==> src/hdl/bap_pkg.sv <==
`timescale 1ns / 1ps

package bap_pkg;

  // Default capacity of the block, handed to the top level parameters.
  localparam int DEF_MAX_WIDTH  = 2048;
  localparam int DEF_MAX_HEIGHT = 2048;
  localparam int DEF_MAX_BLOCK  = 16;

  // Field widths of the stream and register interfaces.
  localparam int PIX_W     = 8;
  localparam int NUM_CHAN  = 3;
  localparam int IN_DATA_W = 24;
  localparam int OUT_DATA_W = 48;
  localparam int BLK_IDX_W = 11;
  localparam int BSIZE_W   = 5;
  localparam int FDIM_W    = 12;
  localparam int APB_DATA_W = 32;
  localparam int APB_ADDR_W = 4;

  // Register reset values.
  localparam logic [BSIZE_W-1:0] RST_BLOCK_SIZE   = 5'd6;
  localparam logic [FDIM_W-1:0]  RST_FRAME_WIDTH  = 12'd640;
  localparam logic [FDIM_W-1:0]  RST_FRAME_HEIGHT = 12'd480;

  // The quotient of a block average never exceeds one pixel value, so the
  // divider produces one bit per step over this many steps.
  localparam int DIV_STEPS   = PIX_W;
  localparam int DIV_CNT_W   = $clog2(DIV_STEPS);

  // Register indexes, taken from paddr[3:2].
  typedef enum logic [1:0] {
    REG_BLOCK_SIZE   = 2'd0,
    REG_FRAME_WIDTH  = 2'd1,
    REG_FRAME_HEIGHT = 2'd2
  } bap_reg_t;

  // Commands from the controller to the datapath.
  typedef struct packed {
    logic load;      // capture a pixel, read its column sum, advance counters
    logic mul;       // form the replication weight
    logic prod;      // weight times pixel value
    logic acc;       // accumulate, write back, start the divider
    logic div_step;  // one restoring division step
    logic emit;      // load the output register
    logic restart;   // return the position counters to the frame start
  } bap_cmd_t;

  // Status from the datapath to the controller.
  typedef struct packed {
    logic close;     // the current pixel completes its block
    logic out_free;  // the output register can take a result this cycle
  } bap_stat_t;

endpackage

==> src/hdl/bap_ctrl.sv <==
`timescale 1ns / 1ps

module bap_ctrl
  import bap_pkg::*;
(
  input  logic      clk,
  input  logic      rst,
  input  logic      s_tvalid,
  output logic      s_tready,
  input  logic      cfg_write,
  input  bap_stat_t stat,
  output bap_cmd_t  cmd
);

  typedef enum logic [2:0] {
    S_IDLE,
    S_MUL,
    S_PROD,
    S_ACC,
    S_DIV,
    S_EMIT
  } state_t;

  state_t               state;
  logic [DIV_CNT_W-1:0] div_cnt;

  // A new pixel is taken only between transactions of the datapath.
  assign s_tready = (state == S_IDLE);

  // Command decode.
  always_comb begin
    cmd          = '0;
    cmd.load     = (state == S_IDLE) && s_tvalid;
    cmd.mul      = (state == S_MUL);
    cmd.prod     = (state == S_PROD);
    cmd.acc      = (state == S_ACC);
    cmd.div_step = (state == S_DIV);
    cmd.emit     = (state == S_EMIT) && stat.out_free;
    cmd.restart  = cfg_write;
  end

  // Sequencing of one pixel through the datapath.
  always_ff @(posedge clk) begin
    if (rst) begin
      state   <= S_IDLE;
      div_cnt <= '0;
    end else begin
      case (state)
        S_IDLE: begin
          if (s_tvalid) begin
            state <= S_MUL;
          end
        end
        S_MUL: begin
          state <= S_PROD;
        end
        S_PROD: begin
          state <= S_ACC;
        end
        S_ACC: begin
          div_cnt <= '0;
          state   <= stat.close ? S_DIV : S_IDLE;
        end
        S_DIV: begin
          div_cnt <= div_cnt + 1'b1;
          if (div_cnt == DIV_CNT_W'(DIV_STEPS - 1)) begin
            state <= S_EMIT;
          end
        end
        S_EMIT: begin
          if (stat.out_free) begin
            state <= S_IDLE;
          end
        end
        default: begin
          state <= S_IDLE;
        end
      endcase
    end
  end

endmodule

==> config.mk <==
export PLATFORM = sky130hd
export DESIGN_NAME = bap_ctrl
export DESIGN_NICKNAME = d
export VERILOG_FILES = /design/src/hdl/bap_pkg.sv /design/src/hdl/bap_ctrl.sv
export SDC_FILE = /design/constraint.sdc
export NUM_CORES = 1
export LEC_CHECK = 0
export BUFFER_PORTS_ARGS = -buffer_cell sky130_fd_sc_hd__buf_2
export CORE_AREA = 3 3 40 42
export DETAILED_ROUTE_END_ITERATION = 8
export DIE_AREA = 0 0 43 45
export PLACE_DENSITY = 0.61
export SETUP_SLACK_MARGIN = 0.05
export SYNTH_ARGS = -nofsm -noshare
export SYNTH_HDL_FRONTEND = slang
export SYNTH_SLANG_ARGS = --single-unit
==> constraint.sdc <==
create_clock -name clk -period 1.78 [get_ports clk]
set_input_delay 0 -clock clk [delete_from_list [all_inputs] [get_ports clk]]
set_output_delay 0 -clock clk [all_outputs]
set_load 0.05 [all_outputs]
; After elaboration in Yosys (flattened, before gate mapping)
; Cells that the tools add are included.
[word_totals]
ff_bits = 6
latch_bits = 0
ram_bits = 0
mem_bits_ro = 0
in_bits = 6
output_inout_bits = 8
word_cells = 23
memories = 0
[op_classes]
n_addsub = 1
mul = 0
div = 0
magnitude_cmp = 0
eq_ne = 9
n_shift = 0
muxes = 6
bitwise_logic = 0
reduce_logical = 5
[op_table]
columns = cell, count
row1 = $pmux W3 S6, 1
row2 = $mux W3, 4
row3 = $eq A3 B3 Y1 const B, 3
row4 = $eq A3 B2 Y1 const B, 2
row5 = $pmux W3 S2, 1
row6 = $ne A2 B2 Y1 const B, 2
row7 = $add A3 B1 Y3 const B, 1
row8 = $eq A3 B1 Y1 const B, 1
row9 = $logic_not A3 Y1, 1
row10 = $reduce_and A3 Y1, 1
row11 = $logic_and A1 B1 Y1, 2
row12 = $ne A2 B1 Y1 const B, 1
row13 = $reduce_bool A2 Y1, 1

; Longest topological paths before layout
; Gate-level depths: netlist of the first run.
[logic_depth]
word_depth = 3
mapped_depth = 5
ltp_nobuf = 5

; Worst setup path before layout of the first run
; OpenSTA, ideal clock, no wires.
[synth_timing]
kind = register to output
from = register state[0]
to = output port cmd[6] (netlist bit)
t_arrival_ps = 2099
required_ps = 1780
setup_slack_ps = -319
stages_incl_launch_ff = 4
n_path_buf = 1
path_cell_list = dfxtp_1 > buf_6 > nor3_1 > and2_1
[synth_rtl]
columns = element, line
row1 = "start, declared", bap_ctrl.sv:24  ; state_t state;
row2 = "start signal, assigned", bap_ctrl.sv:62  ; state <= stat.close ? S_DIV : S_IDLE;
row3 = "end, declared", bap_ctrl.sv:12  ; output bap_cmd_t cmd

==> impl_metrics.yaml, run 1 <==
outcome:
  outcome: "completed"
worst_setup_path:
  worst-path-buf-inv: 2
  crit_fanout: 11
  critPathMaxStageDelay_ns: 0.52
  path_cells: "or3b_4 -> inv_1 -> buf_2"
  cp_top_family: "flip-flops"
  crit_type: "register to output port"
  critPathLaunchType: "register"
  cp.arrival_ns: 1.52
  critPathRequiredTime_ns: 1.78
  crit_slowest_cell: "dfxtp_1"
  worst-r2r-cell-count: 3
  cp-end-kind: "output port"
  cp_num_cells: 3
timing:
  period_minus_slack_ns: 1.52
  setup_viol: 0
  fin_skew_ns: 0.000378
  tns_ns: 0
  max_freq_ghz: 0.659
  rsz0062_at_grt: "no"
  tightest_slew_ns: 0.350
  hold_violations: 0
  slew_viol_final: 0
  min_period_over_period_pct: 85.2
  max-slew-margin-rel_pct: 76.6
yosys:
  yosysTopAreaCell: "dfxtp_1"
  synth-edff-count: 0
  synthArstFlopShare_pct: 0
  yosys.area_share.adder_pct: 6.80
  synth_simple_gate_area_share_pct: 34.0
  synthDistinctLibCells: 23
  ys_seq_area_share_pct: 32.7
  ys_warn_count: 0
  synth_area_leaders: "dfxtp_1 (33%), ha_1 (6.8%), nor2_1 (6.1%)"
  ys_ff_latch: 6
  syn_area_um2: 368
  ys.flop_type: "dfxtp_1"
  synth_xor_area_share_pct: 0
  synth_fp_nets: 51
  synth_top_family_by_area: "simple AND/OR/NAND/NOR gates"
  synth_compound_area_share_pct: 11.9
  yosys.area.top_type_share_pct: 32.7
  synth_common_cells: "dfxtp_1 (6), nor2_1 (6), a21oi_1 (4)"
  synthMuxAreaShare_pct: 5.44
  syn_area_per_cell_um2: 8.55
  postSynthCellCount: 43
pwr:
  p_sw_uw: 133
  power.leakage_uw: 0.000209
  powerDensity_nw_per_um2: 844
  combPwrFrac_pct: 27.7
  power_uw: 382
  netSwitchingFraction_pct: 34.7
  internal_power_uw: 250
  power_frac_seq_pct: 40.5
  peakVddDrop_mv: 0.180
  clkPwrFrac_pct: 31.8
floorplanning:
  die-area_um2: 1940
  placementRows: 13
  start_util_pct: 28.6
  core_um2: 1280
  io_pins: 14
  die_h_um: 45
  chipWidth_um: 43
global_routing:
  grt_max_degree: 12
  grt_pass1_wl_um: 1160
  track_usage_pct: 8.49
  grt_overflow: 0
  antenna_found_initial: 0
  grt_pass1_vias: 277
clock_network:
  cts_tree: "built"
  insertion_delay_ns: 0.24
  post_cts_resized: 0
  clockBufferDepth: 2
  clock_sink_count: 6
  path_clk_slew_ns: 0.04
  cts.htree.levels: 1
  numCtsBuffers: 3
  root_buffer: "clkbuf_4"
route:
  wire_per_inst_um: 10.4
  first_iter_violations: 5
  viasPerCell: 4.56
  drc: 0
  dr.pass1.iters: 3
  dr_total_vias: 319
  ant_nets: 0
  finalWirelength_um: 727
place:
  gp_congestion: 0.763
  dp_hpwl_um: 550
  placedCellCount: 66
  port_buffers: 11
layout:
  layout-drive-gt1-share_pct: 34.5
  regArea_um2: 120
  multi_input_area_um2: 219
  final_cells: 70
  diodes: 0
  fill_cells: 139
  postLayoutCoreUtil_pct: 35.2
  syn2layout_area_growth_pct: 23.1
  final_net_count: 65
flow_run:
  drv_cap: 0
min_path:
  hold_depth: 0
  hold_path.class: "primary input to output port"
-- metrics by stage --
| stage | worst slack, ns | area [µm²] | hold slack [ns] |
|---|---|---|---|
| after floorplan | 0.117 | 373 | 0.0691 |
| after global placement | 0.511 | 420 | 0.000589 |
| after detailed placement | 0.502 | 420 | 0.000589 |
| after CTS | 0.257 | 453 | 0.000589 |
| after global routing | 0.198 | 453 | 0.0000925 |
| final | 0.263 | 453 | 0.0000220 |
-- kinds of logic after synthesis --
| kind of cell | after synthesis |
|---|---|
| AND/OR/NAND/NOR | 21 |
| flip-flops | 6 |
| AO/OA/AOI/OAI | 7 |
| buffers and inverters | 5 |
| adder cells (fa/ha/maj) | 2 |
| multiplexers | 2 |
-- registers in the layout, indices dropped and copies added (netlist names) --
register and flops:
state 3, div_cnt 3
-- power groups by stage --
stage | Clock (µW) | Sequential (µW) | Combinational (µW)
2_1_floorplan | 0 | 149 | 99.7
3_3_place_gp | 0 | 158 | 104
3_5_place_dp | 0 | 157 | 104
4_1_cts | 132 | 155 | 106
5_1_grt | 136 | 156 | 112
6_report | 122 | 155 | 106
-- metal layers --
metal  share of wire (%)  GRT usage [%]  wire, µm
met1                  51           10.1       371
met2                  37           11.4       271
met3                  12           5.18        84
met4                   0           5.42         0
met5                   0              0         0
-- cells in the final DEF (no fill, tap or decap) --
cell type      Yosys  layout
a21oi_1            4       4
and2_1             1       1
and3b_1            1       1
buf_2              0      11
clkbuf_4           0       3
dfxtp_1            6       6
dlygate4sd3_1      0       1
ha_1               2       2
inv_1              2       2
mux2i_1            2       2
nand2_1            2       2
nand2b_2           1       1
nand3_1            1       1
nand4b_1           1       1
nor2_1             6       6
nor2b_1            1       1
nor3_1             2       1
nor3_2             1       2
nor3b_1            1       1
nor4_1             2       2
o21ai_0            1       1
o21ba_2            1       1
o221ai_1           1       1
or3b_4             1       1
-- path summary, 6_finish.rpt --
path                           start                 endpoint  slack [ns]
max reg2reg    state[2]$_SDFFE_PP0P_  div_cnt[0]$_SDFFE_PP0P_        0.50
max            state[2]$_SDFFE_PP0P_                   cmd[2]        0.26
min                        cfg_write                   cmd[0]     0.00002
min reg2reg  div_cnt[2]$_SDFFE_PP0P_  div_cnt[2]$_SDFFE_PP0P_        0.53
-- final cells by class --
type	instances	share of cell area [%]
multi-input cells	32	48.3
flip-flops and latches	6	26.5
repair buffers	12	14.4
clock buffers	3	4.97
well taps	15	4.14
inverters	2	1.66
-- repair_timing --
| action | CTS | global route |
|---|---|---|
| hold buffers | 1 | 0 |
| setup buffers | 0 | 0 |
| endpoints found under the hold margin | 1 | 0 |
Note: power is estimated with default switching activity, not from simulation.
==> inputs of run 2 (changes only) <==
- ABC_AREA: default -> 1
- CAP_MARGIN: default -> 30
- PLACE_DENSITY: 0.61 -> 0.59
- RECOVER_POWER: default -> 25
==> impl_metrics.yaml, run 2 <==
outcome:
  outcome: "completed"
yosys:
  synthArstFlopShare_pct: 0
  synth-edff-count: 0
  postSynthCellCount: 50
  ys_seq_area_share_pct: 34.7
  syn_area_um2: 347
  yosys.area.top_type_share_pct: 34.7
  yosysTopAreaCell: "dfxtp_1"
  ys_warn_count: 0
  synth_fp_nets: 58
  ys_ff_latch: 6
  ys.flop_type: "dfxtp_1"
  synth_common_cells: "inv_1 (7), nand2_1 (7), dfxtp_1 (6), nand3_1 (5)"
  syn_area_per_cell_um2: 6.93
  synthDistinctLibCells: 17
  synth_area_leaders: "dfxtp_1 (35%), inv_1 (7.6%), nand2_1 (7.6%)"
route:
  dr.pass1.iters: 3
  viasPerCell: 4.53
  dr_total_vias: 353
  drc: 0
  ant_nets: 0
  finalWirelength_um: 678
  wire_per_inst_um: 8.69
  first_iter_violations: 3
  wl_met2_um: 306
  dr_wl_met3_um: 36
  top_layer: "met4"
  wl_met1_um: 310
floorplanning:
  core_um2: 1280
  io_pins: 14
  die_h_um: 45
  die-area_um2: 1940
  chipWidth_um: 43
  start_util_pct: 27.0
  placementRows: 13
clock_network:
  insertion_delay_ns: 0.24
  numCtsBuffers: 3
  clockBufferDepth: 2
  post-cts-setup-buffers: 0
  holdBufCountCts: 1
  cts_tree: "built"
  root_buffer: "clkbuf_4"
  path_clk_slew_ns: 0.04
  clock_sink_count: 6
  cts.htree.levels: 1
  post_cts_resized: 0
timing:
  min_period_over_period_pct: 75.5
  setup_ws_ns: 0.435
  hold_slack_ns: 0.0000220
  tns_ns: 0
  rsz0062_at_grt: "no"
  max-slew-margin-rel_pct: 77.5
  hold_violations: 0
  slew_viol_final: 0
  tightest_slew_ns: 0.336
  setup_viol: 0
  period_minus_slack_ns: 1.34
  fin_skew_ns: 0.00212
  max_freq_ghz: 0.744
worst_setup_path:
  crit_fanout: 9
  cp-end-kind: "output port"
  crit_type: "register to output port"
  critPathLaunchType: "register"
  regToRegSetupSlack_ns: 0.67
  critPathRequiredTime_ns: 1.78
  cp.arrival_ns: 1.34
  worst-r2r-cell-count: 6
layout:
  syn2layout_area_growth_pct: 26.7
  final_cells: 78
  fin_area_um2: 439
  largestRegisters: "div_cnt (3), state (3)"
  diodes: 0
  most-common-layout-cells: "buf_2 (11), inv_1 (8), nand2_1 (7), dfxtp_1 (6), nand3_1 (5)"
  layout-drive-gt1-share_pct: 31.7
  final_net_count: 73
  final_common_cell: "buf_2"
global_routing:
  antenna_found_initial: 0
  grt_max_degree: 10
  grt_pass1_vias: 311
  grt_overflow: 0
  track_usage_pct: 8.34
  grt_pass1_wl_um: 1190
place:
  dp_hpwl_um: 537
  gp_congestion: 0.729
  dp_slack_ns: 0.685
  placedCellCount: 74
  place_area_um2: 407
  port_buffers: 11
pwr:
  powerDensity_nw_per_um2: 952
  peakVddDrop_mv: 0.203
  power.leakage_uw: 0.000236
flow_run:
  drv_cap: 0
min_path:
  hold_path.class: "primary input to output port"
  hold_depth: 0
-- run 2: changes by cell type after synthesis, sizes merged, moves of 2 or more --
cell   change
inv        +8
nand2      +7
nand3      +4
mux2i      -2
nor4       -2
-- run 2: final timing paths --
check | startpoint | to
worst max register to register | state[2]$_SDFFE_PP0P_ | div_cnt[1]$_SDFFE_PP0P_
worst max-delay path | state[2]$_SDFFE_PP0P_ | cmd[1]
worst min register to register | div_cnt[0]$_SDFFE_PP0P_ | div_cnt[0]$_SDFFE_PP0P_
worst min-delay path | cfg_write | cmd[0]
-- run 2: critical path: stages (launching register included) --
cell     delay, ns
dfxtp_1       0.51
inv_1         0.13
nor3_1        0.18
buf_2         0.28
-- run 2: cell type report --
| type | count | area [µm²] |
|---|---|---|
| timing repair buffer | 12 | 65.1 |
| clock buffer | 3 | 22.5 |
| multi-input combinational | 32 | 175 |
| fill | 138 | 846 |
| sequential | 6 | 120 |
| inverter | 10 | 37.5 |
| tap | 15 | 18.8 |
-- run 2: metal layers --
metal  vias up  track usage [%]
li1        184                -
met1       156             10.2
met2         9             12.0
met3         4             1.20
met4         0             9.04
met5         -                0
-- run 2: metrics by stage --
stage	power [µW]	util, %
after global placement	293	31.6
after detailed placement	293	31.6
after global routing	439	34.2
after CTS	425	34.2
after floorplan	272	-
final	418	34.2
-- run 2: logic make-up (layout without fill, tap and decap cells) --
group / after synthesis / count (layout) / share of synthesized area, %
flip-flops: 6 / 6 / 34.7
buffers and inverters: 12 / 25 / 16.2
AO/OA/AOI/OAI: 7 / 7 / 11.2
AND/OR/NAND/NOR: 23 / 23 / 30.7
adder cells (fa/ha/maj): 2 / 2 / 7.22
-- run 2: report_power, final --
| part | switching [µW] | leakage, µW | internal [µW] | total [µW] |
|---|---|---|---|---|
| Clock | 50.0 | 0.0000138 | 76.3 | 126 |
| Combinational | 100 | 0.000174 | 35.7 | 136 |
| Sequential | 12.8 | 0.0000488 | 143 | 156 |
==> inputs of run 3 (changes only) <==
- clock period: 1.78 -> 1.3 ns (I/O delays scaled with it)
==> impl_metrics.yaml, run 3 (synthesis gave the netlist of run 2 again) <==
outcome:
  outcome: "completed"
worst_setup_path:
  crit_type: "register to output port"
  crit_fanout: 4
  regToRegSetupSlack_ns: 0.22
  critPathLaunchType: "register"
  worst-path-buf-inv: 2
  worst-r2r-cell-count: 7
  critPathMaxStageDelay_ns: 0.33
  crit_slowest_cell: "dfxtp_1"
  r2r_start: "div_cnt[0]$_SDFFE_PP0P_"
  cp.arrival_ns: 1.19
  cp_top_family: "buffers and inverters"
  critPathRequiredTime_ns: 1.30
  cp-end-kind: "output port"
  r2r_end: "state[0]$_SDFFE_PP0P_"
  path_cells: "nor2_2 -> nand2_2 -> inv_2 -> buf_2"
global_routing:
  grt-busiest-layer: "met2"
  grt_use_met1_pct: 8.67
  grt_pass1_vias: 305
  antenna_found_initial: 0
  grt_overflow: 0
  grt_pass1_wl_um: 1170
  gr-usage-met3_pct: 1.20
  use_met2_pct: 13.2
  track_usage_pct: 8.49
  grt_max_degree: 10
min_path:
  worst_hold_startpoint: "cfg_write"
  hold_depth: 0
  hold_path.class: "primary input to output port"
  hold_path_end: "cmd[0]"
route:
  finalWirelength_um: 741
  first_iter_violations: 9
  viasPerCell: 4.48
  dr_total_vias: 354
  drc: 0
  dr.pass1.iters: 4
  ant_nets: 0
  wire_per_inst_um: 9.38
floorplanning:
  placementRows: 13
  die-area_um2: 1940
  io_pins: 14
  start_util_pct: 27.0
  die_h_um: 45
  core_um2: 1280
  chipWidth_um: 43
clock_network:
  insertion_delay_ns: 0.25
  root_buffer: "clkbuf_4"
  cts_tree: "built"
  cts.htree.levels: 1
  numCtsBuffers: 3
  path_clk_slew_ns: 0.05
  clockBufferDepth: 2
  clock_sink_count: 6
layout:
  layout-drive-gt1-share_pct: 39.1
  syn2layout_area_growth_pct: 35.4
  most-common-layout-cells: "buf_2 (8), inv_1 (7), nand2_1 (7), nand3_1 (5), clkbuf_4 (5)"
  diodes: 0
  postLayoutCoreUtil_pct: 36.5
  final_net_count: 74
  fin_area_um2: 469
  largestRegisters: "div_cnt (3), state (3)"
  final_common_cell: "buf_2"
place:
  gp_congestion: 0.742
  port_buffers: 11
  place_area_um2: 417
  dp_hpwl_um: 558
pwr:
  netSwitchingFraction_pct: 39.1
  clkPwrFrac_pct: 29.7
  power_frac_seq_pct: 36.5
  powerDensity_nw_per_um2: 1250
  combPwrFrac_pct: 33.8
  p_sw_uw: 230
  internal_power_uw: 357
  power.leakage_uw: 0.000242
  peakVddDrop_mv: 0.258
timing:
  hold_violations: 0
  period_minus_slack_ns: 1.19
  rsz0062_at_grt: "yes"
  tightest_slew_ns: 0.251
  slew_viol_final: 0
  min_period_over_period_pct: 91.4
  setup_viol: 0
  max_freq_ghz: 0.841
  fin_skew_ns: 0.00186
  max-slew-margin-rel_pct: 83.4
flow_run:
  drv_cap: 0
==> run 3: changes by cell type in the layout (fill, tap and decap cells not counted), sizes merged <==
cell         previous run  this run
buf                    11         9
clkbuf                  3         5
dlygate4sd3             1         2
==> run 3: worst max-delay path by stage <==
| stage | endpoint | cells after the start | slack, ns | startpoint |
|---|---|---|---|---|
| after detailed placement | state[0]$_SDFFE_PP0P_ | 7 | 0.21 | div_cnt[0]$_SDFFE_PP0P_ |
| after CTS | cmd[5] | 3 | 0.05 | state[0]$_SDFFE_PP0P_ |
| after global placement | div_cnt[1]$_SDFFE_PP0P_ | 6 | 0.21 | state[2]$_SDFFE_PP0P_ |
| after floorplan | state[1]$_SDFFE_PP0P_ | 3 | -0.19 | state[0]$_SDFFE_PP0P_ |
| final | cmd[2] | 4 | 0.11 | state[1]$_SDFFE_PP0P_ |
| after global routing | cmd[2] | 4 | 0.05 | state[1]$_SDFFE_PP0P_ |
==> run 3: metal layers <==
metal	vias up	part of all wire [%]	wire, µm
met3	2	5.1	38
met1	148	43	319
li1	189	-	-
met2	15	50	374
met5	-	0	0
met4	0	1.2	9
==> run 3: repair_timing <==
item | in CTS | in global routing
setup buffers | 0 | 0
hold buffers | 2 | 0
hold endpoints to repair | 3 | 0
setup endpoints to repair | 3 | 4
gates resized for setup | 1 | 5
==> run 3: cell type report <==
class	count	area [µm²]
well taps	15	18.8
multi-input cells	32	185
repair buffers	13	82.6
flip-flops and latches	6	123
inverters	10	37.5
clock buffers	3	22.5
fillers	133	816
==> run 3: worst reg2reg max path: cells and delay by family (launching register included) <==
kind | cells | cell delay, ns
fa+ha+maj | 2 | 0.37
simple gates | 4 | 0.30
buf+inv | 1 | 0.05
flops | 1 | 0.31
==> run 3: power groups by stage <==
| stage | clock network (µW) | registers [µW] | logic (µW) |
|---|---|---|---|
| floorplan | 0 | 211 | 165 |
| global placement | 0 | 216 | 190 |
| detailed placement | 0 | 216 | 190 |
| CTS | 184 | 213 | 196 |
| global route | 186 | 216 | 213 |
| finish | 174 | 214 | 199 |
==> run 3: stage by stage <==
step,power (µW),hold slack [ns],setup slack (ns),TNS (ns),std cells
floorplan,376,0.0691,-0.186,-0.186,50
global placement,406,0.000589,0.207,0,74
detailed placement,406,0.000589,0.207,0,74
CTS,592,0.000589,0.0547,0,79
global route,614,0.000135,0.0485,0,79
finish,587,0.0000220,0.111,0,79
